`src/rtl/unpm_pkg.sv`:
```
// Shared types and constants for the ARGB unpremultiply converter.
`default_nettype none

package unpm_pkg;

  localparam int unsigned ChanW    = 8;
  localparam int unsigned NumChan  = 3;
  localparam int unsigned WorkW    = 2 * ChanW;   // dividend and quotient width
  localparam int unsigned NumSteps = WorkW;       // one quotient bit per cell
  localparam int unsigned CfgAddrW = 3;
  localparam int unsigned CfgDataW = 32;

  localparam logic [ChanW-1:0] AlphaOpaque = 8'hff;
  localparam logic             CfgIdxAlphaMode = 1'b0;

  // One item in flight through the divider chain.
  typedef struct packed {
    logic                            mode;
    logic [ChanW-1:0]                alpha;
    logic [NumChan-1:0][ChanW-1:0]   raw;
    logic [NumChan-1:0][WorkW-1:0]   work;
    logic [NumChan-1:0][ChanW-1:0]   rem;
    logic                            row_end;
    logic                            frame_end;
  } unpm_stage_t;

  typedef struct packed {
    logic [ChanW-1:0] red;
    logic [ChanW-1:0] green;
    logic [ChanW-1:0] blue;
    logic [ChanW-1:0] alpha;
    logic             row_end;
    logic             frame_end;
  } unpm_result_t;

endpackage

`default_nettype wire

```
`src/rtl/unpm_if.sv`:
```
// Stream interfaces for the pixel input and result output channels.
`default_nettype none

interface unpm_in_if;
  logic        valid;
  logic        ready;
  logic [31:0] pixel_word;
  logic        row_end;
  logic        frame_end;

  modport source (output valid, output pixel_word, output row_end, output frame_end,
                  input ready);
  modport sink   (input valid, input pixel_word, input row_end, input frame_end,
                  output ready);
endinterface

interface unpm_out_if;
  logic       valid;
  logic       ready;
  logic [7:0] red_out;
  logic [7:0] green_out;
  logic [7:0] blue_out;
  logic [7:0] alpha_out;
  logic       row_end_out;
  logic       frame_end_out;

  modport source (output valid, output red_out, output green_out, output blue_out,
                  output alpha_out, output row_end_out, output frame_end_out,
                  input ready);
  modport sink   (input valid, input red_out, input green_out, input blue_out,
                  input alpha_out, input row_end_out, input frame_end_out,
                  output ready);
endinterface

`default_nettype wire

```
`src/rtl/unpm_cell.sv`:
```
// One restoring-division step for all three color channels, registered.
`default_nettype none

module unpm_cell (
  input  wire                  clk,
  input  wire                  rst_n,
  input  wire                  advance,
  input  wire                  valid_in,
  input  unpm_pkg::unpm_stage_t data_in,
  output logic                 valid_out,
  output unpm_pkg::unpm_stage_t data_out
);
  import unpm_pkg::*;

  logic        valid_r;
  unpm_stage_t data_r;
  unpm_stage_t data_nxt;

  always_comb begin
    logic [ChanW:0] trial;
    logic [ChanW:0] diff;
    logic           ge;
    data_nxt = data_in;
    for (int c = 0; c < NumChan; c++) begin
      // bring down the next dividend bit and try to subtract the divisor
      trial = {data_in.rem[c], data_in.work[c][WorkW-1]};
      diff  = trial - {1'b0, data_in.alpha};
      ge    = (trial >= {1'b0, data_in.alpha});
      data_nxt.rem[c]  = ge ? diff[ChanW-1:0] : trial[ChanW-1:0];
      data_nxt.work[c] = {data_in.work[c][WorkW-2:0], ge};
    end
  end

  always_ff @(posedge clk) begin
    if (!rst_n) begin
      valid_r <= 1'b0;
    end else if (advance) begin
      valid_r <= valid_in;
    end
  end

  always_ff @(posedge clk) begin
    if (advance) begin
      data_r <= data_nxt;
    end
  end

  assign valid_out = valid_r;
  assign data_out  = data_r;

endmodule

`default_nettype wire

```
`src/rtl/unpm_skid.sv`:
```
// Output register with a skid entry that decouples the result channel.
`default_nettype none

module unpm_skid (
  input  wire                   clk,
  input  wire                   rst_n,
  input  wire                   push,
  input  unpm_pkg::unpm_result_t push_data,
  output logic                  full,
  unpm_out_if.source            out_ch
);
  import unpm_pkg::*;

  logic         out_v_r, out_v_nxt;
  logic         skid_v_r, skid_v_nxt;
  unpm_result_t out_d_r, out_d_nxt;
  unpm_result_t skid_d_r, skid_d_nxt;
  logic         take;

  assign take = out_v_r & out_ch.ready;

  always_comb begin
    out_v_nxt  = out_v_r;
    skid_v_nxt = skid_v_r;
    out_d_nxt  = out_d_r;
    skid_d_nxt = skid_d_r;
    if (!out_v_r || take) begin
      if (skid_v_r) begin
        // drain the parked request first
        out_v_nxt  = 1'b1;
        out_d_nxt  = skid_d_r;
        skid_v_nxt = 1'b0;
      end else begin
        out_v_nxt = push;
        out_d_nxt = push_data;
      end
    end else if (push) begin
      // output stalled: park the arriving request
      skid_v_nxt = 1'b1;
      skid_d_nxt = push_data;
    end
  end

  always_ff @(posedge clk) begin
    if (!rst_n) begin
      out_v_r  <= 1'b0;
      skid_v_r <= 1'b0;
    end else begin
      out_v_r  <= out_v_nxt;
      skid_v_r <= skid_v_nxt;
    end
  end

  always_ff @(posedge clk) begin
    out_d_r  <= out_d_nxt;
    skid_d_r <= skid_d_nxt;
  end

  assign full                 = skid_v_r;
  assign out_ch.valid         = out_v_r;
  assign out_ch.red_out       = out_d_r.red;
  assign out_ch.green_out     = out_d_r.green;
  assign out_ch.blue_out      = out_d_r.blue;
  assign out_ch.alpha_out     = out_d_r.alpha;
  assign out_ch.row_end_out   = out_d_r.row_end;
  assign out_ch.frame_end_out = out_d_r.frame_end;

endmodule

`default_nettype wire

```
`src/rtl/unpm_cfg.sv`:
```
// APB-style register block holding the alpha mode bit.
`default_nettype none

module unpm_cfg (
  input  wire                                clk,
  input  wire                                rst_n,
  input  wire                                psel,
  input  wire                                penable,
  input  wire                                pwrite,
  input  wire  [unpm_pkg::CfgAddrW-1:0]      paddr,
  input  wire  [unpm_pkg::CfgDataW-1:0]      pwdata,
  output logic [unpm_pkg::CfgDataW-1:0]      prdata,
  output logic                               pready,
  output logic                               alpha_mode
);
  import unpm_pkg::*;

  logic alpha_mode_r;
  logic hit;

  assign hit = (paddr[CfgAddrW-1:2] == CfgIdxAlphaMode);

  always_ff @(posedge clk) begin
    if (!rst_n) begin
      alpha_mode_r <= 1'b1;
    end else if (psel && penable && pwrite && hit) begin
      alpha_mode_r <= pwdata[0];
    end
  end

  assign pready     = 1'b1;
  assign prdata     = hit ? {{(CfgDataW-1){1'b0}}, alpha_mode_r} : '0;
  assign alpha_mode = alpha_mode_r;

endmodule

`default_nettype wire

```
`src/rtl/argb_unpremultiply_converter.sv`:
```
// Top level: premultiplied ARGB32 to straight RGBA8 converter.
//
//   channel   direction  handshake          payload
//   in_ch     sink       valid/ready        pixel_word, row_end, frame_end
//   out_ch    source     valid/ready        red/green/blue/alpha_out, row/frame_end_out
//   apb       slave      psel/penable       paddr, pwdata, prdata, pready (alpha_mode)
//
// One pixel is accepted per cycle while in_ch.ready is high; each passes a
// chain of 16 division cells, one quotient bit per cell, and its result
// shows on out_ch from the skid block's output register.
// Reset empties the chain and sets alpha_mode to 1.
// A stall on out_ch parks one request in the skid entry; the whole chain
// then holds and in_ch.ready drops until the skid entry drains.
`default_nettype none

module argb_unpremultiply_converter (
  input  wire                           clk,
  input  wire                           rst_n,
  unpm_in_if.sink                       in_ch,
  unpm_out_if.source                    out_ch,
  input  wire                           psel,
  input  wire                           penable,
  input  wire                           pwrite,
  input  wire  [unpm_pkg::CfgAddrW-1:0] paddr,
  input  wire  [unpm_pkg::CfgDataW-1:0] pwdata,
  output logic [unpm_pkg::CfgDataW-1:0] prdata,
  output logic                          pready
);
  import unpm_pkg::*;

  logic         alpha_mode;
  logic         skid_full;
  logic         advance;
  logic         chain_v [NumSteps+1];
  unpm_stage_t  chain_d [NumSteps+1];
  unpm_stage_t  head_d;
  unpm_stage_t  last_d;
  unpm_result_t result;
  logic         a_zero;

  unpm_cfg u_cfg (
    .clk        (clk),
    .rst_n      (rst_n),
    .psel       (psel),
    .penable    (penable),
    .pwrite     (pwrite),
    .paddr      (paddr),
    .pwdata     (pwdata),
    .prdata     (prdata),
    .pready     (pready),
    .alpha_mode (alpha_mode)
  );

  assign advance     = !skid_full;
  assign in_ch.ready = advance;

  // load dividend c*255 + alpha/2 for each channel
  always_comb begin
    logic [ChanW-1:0] ch;
    head_d.mode      = alpha_mode;
    head_d.alpha     = in_ch.pixel_word[31:24];
    head_d.row_end   = in_ch.row_end;
    head_d.frame_end = in_ch.frame_end;
    for (int c = 0; c < NumChan; c++) begin
      ch = in_ch.pixel_word[c*ChanW +: ChanW];
      head_d.raw[c]  = ch;
      head_d.rem[c]  = '0;
      head_d.work[c] = {ch, {ChanW{1'b0}}} - {{ChanW{1'b0}}, ch}
                       + {{(ChanW+1){1'b0}}, in_ch.pixel_word[31:25]};
    end
  end
  assign chain_d[0] = head_d;
  assign chain_v[0] = in_ch.valid;

  for (genvar i = 0; i < NumSteps; i++) begin : g_cell
    unpm_cell u_cell (
      .clk       (clk),
      .rst_n     (rst_n),
      .advance   (advance),
      .valid_in  (chain_v[i]),
      .data_in   (chain_d[i]),
      .valid_out (chain_v[i+1]),
      .data_out  (chain_d[i+1])
    );
  end

  assign last_d = chain_d[NumSteps];
  assign a_zero = (last_d.alpha == '0);

  always_comb begin
    result.row_end   = last_d.row_end;
    result.frame_end = last_d.frame_end;
    if (last_d.mode) begin
      result.alpha = last_d.alpha;
      result.red   = a_zero ? '0 : last_d.work[2][ChanW-1:0];
      result.green = a_zero ? '0 : last_d.work[1][ChanW-1:0];
      result.blue  = a_zero ? '0 : last_d.work[0][ChanW-1:0];
    end else begin
      result.alpha = AlphaOpaque;
      result.red   = last_d.raw[2];
      result.green = last_d.raw[1];
      result.blue  = last_d.raw[0];
    end
  end

  unpm_skid u_skid (
    .clk       (clk),
    .rst_n     (rst_n),
    .push      (chain_v[NumSteps] & advance),
    .push_data (result),
    .full      (skid_full),
    .out_ch    (out_ch)
  );

endmodule

`default_nettype wire
```
`src/flat_wrapper.sv`:
```
// flat-port wrapper written by rule: the top's interface ports become plain ports
module argb_unpremultiply_converter_flat import unpm_pkg::*;
  (clk, rst_n, psel, penable, pwrite, paddr, pwdata, prdata, pready, in_ch_valid, in_ch_pixel_word, in_ch_row_end, in_ch_frame_end, in_ch_ready, out_ch_valid, out_ch_red_out, out_ch_green_out, out_ch_blue_out, out_ch_alpha_out, out_ch_row_end_out, out_ch_frame_end_out, out_ch_ready);
  unpm_in_if in_ch_i ();
  unpm_out_if out_ch_i ();
  input  wire clk;
  input  wire rst_n;
  input  wire psel;
  input  wire penable;
  input  wire pwrite;
  input  wire  [unpm_pkg::CfgAddrW-1:0] paddr;
  input  wire  [unpm_pkg::CfgDataW-1:0] pwdata;
  output logic [unpm_pkg::CfgDataW-1:0] prdata;
  output logic pready;
  input wire logic [$bits(in_ch_i.valid)-1:0] in_ch_valid;
  input wire logic [$bits(in_ch_i.pixel_word)-1:0] in_ch_pixel_word;
  input wire logic [$bits(in_ch_i.row_end)-1:0] in_ch_row_end;
  input wire logic [$bits(in_ch_i.frame_end)-1:0] in_ch_frame_end;
  output wire logic [$bits(in_ch_i.ready)-1:0] in_ch_ready;
  output wire logic [$bits(out_ch_i.valid)-1:0] out_ch_valid;
  output wire logic [$bits(out_ch_i.red_out)-1:0] out_ch_red_out;
  output wire logic [$bits(out_ch_i.green_out)-1:0] out_ch_green_out;
  output wire logic [$bits(out_ch_i.blue_out)-1:0] out_ch_blue_out;
  output wire logic [$bits(out_ch_i.alpha_out)-1:0] out_ch_alpha_out;
  output wire logic [$bits(out_ch_i.row_end_out)-1:0] out_ch_row_end_out;
  output wire logic [$bits(out_ch_i.frame_end_out)-1:0] out_ch_frame_end_out;
  input wire logic [$bits(out_ch_i.ready)-1:0] out_ch_ready;
  assign in_ch_i.valid = in_ch_valid;
  assign in_ch_i.pixel_word = in_ch_pixel_word;
  assign in_ch_i.row_end = in_ch_row_end;
  assign in_ch_i.frame_end = in_ch_frame_end;
  assign in_ch_ready = in_ch_i.ready;
  assign out_ch_valid = out_ch_i.valid;
  assign out_ch_red_out = out_ch_i.red_out;
  assign out_ch_green_out = out_ch_i.green_out;
  assign out_ch_blue_out = out_ch_i.blue_out;
  assign out_ch_alpha_out = out_ch_i.alpha_out;
  assign out_ch_row_end_out = out_ch_i.row_end_out;
  assign out_ch_frame_end_out = out_ch_i.frame_end_out;
  assign out_ch_i.ready = out_ch_ready;
  argb_unpremultiply_converter u_core (.clk(clk), .rst_n(rst_n), .in_ch(in_ch_i), .out_ch(out_ch_i), .psel(psel), .penable(penable), .pwrite(pwrite), .paddr(paddr), .pwdata(pwdata), .prdata(prdata), .pready(pready));
endmodule
```
`config.mk`:
```
export PLATFORM = sky130hd
export DESIGN_NAME = argb_unpremultiply_converter_flat
export DESIGN_NICKNAME = d
export VERILOG_FILES = /design/src/rtl/unpm_pkg.sv /design/src/rtl/unpm_if.sv /design/src/rtl/unpm_cell.sv /design/src/rtl/unpm_skid.sv /design/src/rtl/unpm_cfg.sv /design/src/rtl/argb_unpremultiply_converter.sv /design/src/flat_wrapper.sv
export SDC_FILE = /design/constraint.sdc
export NUM_CORES = 2
export LEC_CHECK = 0
export ABC_AREA = 1
export BUFFER_PORTS_ARGS = -buffer_cell sky130_fd_sc_hd__buf_2
export CAP_MARGIN = 20
export CORE_MARGIN = 10
export CORE_UTILIZATION = 51
export DETAILED_ROUTE_END_ITERATION = 12
export PLACE_DENSITY = 0.73
export SETUP_SLACK_MARGIN = 0.5
export SLEW_MARGIN = 40
export SYNTH_ARGS = -nofsm -noshare
export SYNTH_HDL_FRONTEND = slang
export SYNTH_SLANG_ARGS = --single-unit
export TNS_END_PERCENT = 50
```
`constraint.sdc`:
```
create_clock -name clk -period 19.6 [get_ports clk]
set_input_delay 3.92 -clock clk [delete_from_list [all_inputs] [get_ports clk]]
set_output_delay 3.92 -clock clk [all_outputs]
set_load 0.02 [all_outputs]
```
==> metrics.md <==
| Metric | Value |
|---|---|
| Switch share | `34.8%` |
| Setup crit end | `prdata[0]` |
| NumNets Final | `7716` |
| Layout cell share with drive strength beyond 1 | `8.61%` |
| Die X | `400 um` |
| WL/cell | `16.9 um` |
| DR DRC count | `0` |
| Largest net degree at the start of global routing | `between 150 and 200` |
| RePlAce Congestion | `0.902` |
| CP max stage delay | `about 0.17 ns` |
| Yosys top cell area share | `59.5%` |
| Root Driver | `clkbuf_16` |
| Distinct cells, synth | `48` |
| Htree depth | `4` |
| Clock transition at the registers of the reported paths | `0.07 ns` |
| Max-slew headroom | `between 40% and 50%` |
| WP data required | `15.68 ns` |
| Crit Path Class | `in -> out` |
| Core Footprint | `0.143 sq mm` |
| Clock Path Buffers | `3` |
| Pins over their slew limit | `0` |
| Mapped Area | `0.0735 sq mm` |
| Clock Skew | `approximately 0.03 ns` |
| Fillers | `roughly 12k` |
| Top-count cell post-synth | `nand2_1` |
| First-pass iteration count of the detailed router | `6` |
| Total Neg Setup Slack | `0 ns` |
| Num Clock Sinks | `1475` |
| Final hold violations | `0` |
| Core Rows | `139` |
| Reg2Reg Setup Slack | `14.51 ns` |
| Vias in the first global route | `45.9k` |
| Synth area leader | `edfxtp_1` |
| Least-Margin Pin Slew | `a little under 0.8 ns` |
| R2R depth | `8` |
| Worst Setup Start Kind | `primary input` |
| Final clock period utilization by the worst path | `41.8%` |
| Gate power share | `31.7%` |
| Slowest stage cell, crit path | `buf_2` |
| Die ar. | `0.160 sq mm` |
| Flop pwr share | `a little over two fifths` |
| CP Capture Type | `primary output` |
| Power Total | `11.3 mW` |
| Area delta synth->final | `10.8%` |
| FF-to-FF End | `u_core.g_cell[1].u_cell.data_out[5]` |
| Vias per std cell | `~5.1` |
| Final setup vio count | `0` |
| Min-delay worst type | `reg -> reg` |
| Register area share after synthesis | `roughly three fifths` |
| Drt initial violations | `3084` |
| Most used DFF post-synth | `edfxtp_1` |
| Port Buffers | `79` |
| Total GRT Usage | `19.4%` |
| Effective utilization at floorplan | `51.3%` |
| Asr flop ratio synth | `0%` |
| IO Pins | `145` |
| Antenna violations before repair | `8` |
| Pleak | `37.3 nW` |
| Maxcap violations | `0` |
| Post_cts resized | `0` |
| Die height | `~400 um` |
| Worst Path Max Fanout | `2` |
| Worst Setup SP | `paddr[2]` |
| Remaining antenna violation count after routing | `0` |
| Status | `finished clean` |
| R2R Path Start | `u_core.u_skid.full` |
| Synth warn | `0` |
| Final core utilization | `56.8%` |
| Synth Register Bits | `1475` |
| Post-synth top cells | `nand2_1, edfxtp_1, inv_1` |
| Vias | `47.3k` |
| Pwr/cell area | `138 mW/mm^2` |
| RSZ-0062 raised after global routing | `no` |
| Global-route wire length before repair | `245000 um` |
| Post-DP HPWL | `113000 um` |
| Worst skew pair latency | `just under 0.8 ns` |
| Net Sw Power | `around 3.9 mW` |
| Clk pwr share | `26.1%` |
| Most common cell on crit path | `buf_2` |
| GR Overflow Total | `0` |
| Final wirelength | `approximately 160000 um` |
| TritonCTS clock tree | `done` |
| Number of CTS-inserted buffers | `about 150` |
| Internal | `7.35 mW` |
| Setup bufs post-CTS | `0` |
| Post-synthesis cell count | `6986` |
| Post-synth EDFFs | `1456` |
| Worst EP arrival | `4.28 ns` |
| Period minus WS final | `8.20 ns` |
| # hold bufs at CTS | `0` |
| FMAX | `122 MHz` |
| CP cell instances | `buf_2 > nor2_1 > buf_2` |
| Peak VDD IR | `about 0.12 mV` |
| Average footprint of a synthesized cell | `roughly 11 sq um` |
| Synth area leaders | `edfxtp_1, nand2_1, ha_1` |
per-stage QoR:
stage,instance area (sq um),std cells,hold slack [ns],worst slack [ns]
5_1_grt,81400,9229,0.404,11.38
6_report,81400,9232,0.401,11.40
4_1_cts,81300,9226,0.401,11.40
3_5_place_dp,76100,8957,0.405,11.41
2_1_floorplan,73600,7016,0.400,5.99
3_3_place_gp,76100,8957,0.400,11.39
layer usage:
layer / wire (um) / share of wire (%) / global-route usage [%]
met1: 63800 / 41 / 23.0
met2: 81200 / 52 / 35.3
met3: 4770 / 3.1 / 2.41
met4: 6180 / 4.0 / 7.80
met5: 0 / 0 / 0
state kept, by name, summed over array words and instances, names as in the netlist:
signal and cells:
u_core.u_skid.out_ch.green_out 8, u_core.u_skid.skid_d_r 34, u_core.u_skid.out_ch.frame_end_out 1, u_core.u_skid.full 1, u_core.g_cell.u_cell.data_out 1388, u_core.g_cell.u_cell.valid_out 16, u_core.u_skid.out_ch.blue_out 8, u_core.u_skid.out_ch.row_end_out 1
u_core.u_cfg.alpha_mode 1, u_core.u_skid.out_ch.alpha_out 8, u_core.u_skid.out_ch.red_out 8, u_core.u_skid.out_ch.valid 1
worst max-delay path: cells and delay by family:
family | cells | cell delay (ns)
buf+inv | 2 | 0.27
simple gates | 1 | 0.09
layout make-up:
class	count	area, sq um	area share (%)
diodes	3	7.51	0.00922
clock buffers	169	3820	4.70
clock inverters	100	1320	1.62
inverters	1014	3810	4.69
multi-input cells	4463	25200	31.0
flip-flops and latches	1475	44100	54.2
well taps	1903	2380	2.93
repair buffers	105	702	0.862
how the worst min path moves through the flow:
stage	start	end	cells after the start
after global routing	u_core.g_cell[1].u_cell.data_out[82]	u_core.g_cell[2].u_cell.data_out[82]	0
final	u_core.g_cell[1].u_cell.data_out[83]	u_core.g_cell[2].u_cell.data_out[83]	0
after CTS	u_core.g_cell[5].u_cell.data_out[89]	u_core.g_cell[6].u_cell.data_out[89]	0
after floorplan	u_core.g_cell[9].u_cell.data_out[0]	u_core.g_cell[10].u_cell.data_out[0]	0
after detailed placement	u_core.g_cell[9].u_cell.data_out[36]	u_core.g_cell[10].u_cell.data_out[37]	0
after global placement	u_core.g_cell[9].u_cell.data_out[81]	u_core.g_cell[10].u_cell.data_out[81]	0
power by group through the flow:
| stage | clock network [mW] | registers, mW | logic, mW |
|---|---|---|---|
| after CTS | 3.02 | 4.76 | 3.56 |
| final | 2.95 | 4.75 | 3.57 |
| after floorplan | 0 | 4.62 | 2.79 |
| after global routing | 3.14 | 4.80 | 4.08 |
| after detailed placement | 0 | 4.81 | 3.53 |
| after global placement | 0 | 4.79 | 3.46 |
cells in the final DEF (no fill, tap or decap), types with 13 or more instances in the layout:
master	netlist	layout
nand4_4	17	17
nand4_2	24	24
nand3_4	28	28
nor2_4	28	28
fa_1	45	45
nand3b_1	24	24
nor3_1	14	13
buf_2	10	79
a21oi_1	161	161
nand4_1	267	267
inv_1	995	993
a31oi_1	13	13
o21ai_0	28	28
clkinv_1	0	21
clkbuf_1	10	19
a21oi_2	33	33
o21ai_2	23	23
nor2_1	344	344
or2_2	16	16
nand2_1	2301	2301
dfxtp_1	19	19
conb_1	2	32
bufinv_16	0	21
xor2_1	66	66
clkbuf_16	0	150
ha_1	387	387
or2_0	17	17
inv_2	19	19
clkinv_2	0	25
xnor2_1	85	85
nand3_2	37	37
nor2_2	23	23
nand2_2	25	25
edfxtp_1	1456	1456
nand3_1	390	390
clkinvlp_4	0	13
logic make-up after synthesis:
kind of cell	Yosys count	synth area share [%]
XOR/XNOR	151	1.80
adder cells (fa/ha/maj)	432	7.82
flip-flops	1475	60.0
AO/OA/AOI/OAI	271	2.22
AND/OR/NAND/NOR	3577	22.3
other	2	0.0102
buffers and inverters	1078	5.78
Power figures use the tool's default switching activity.
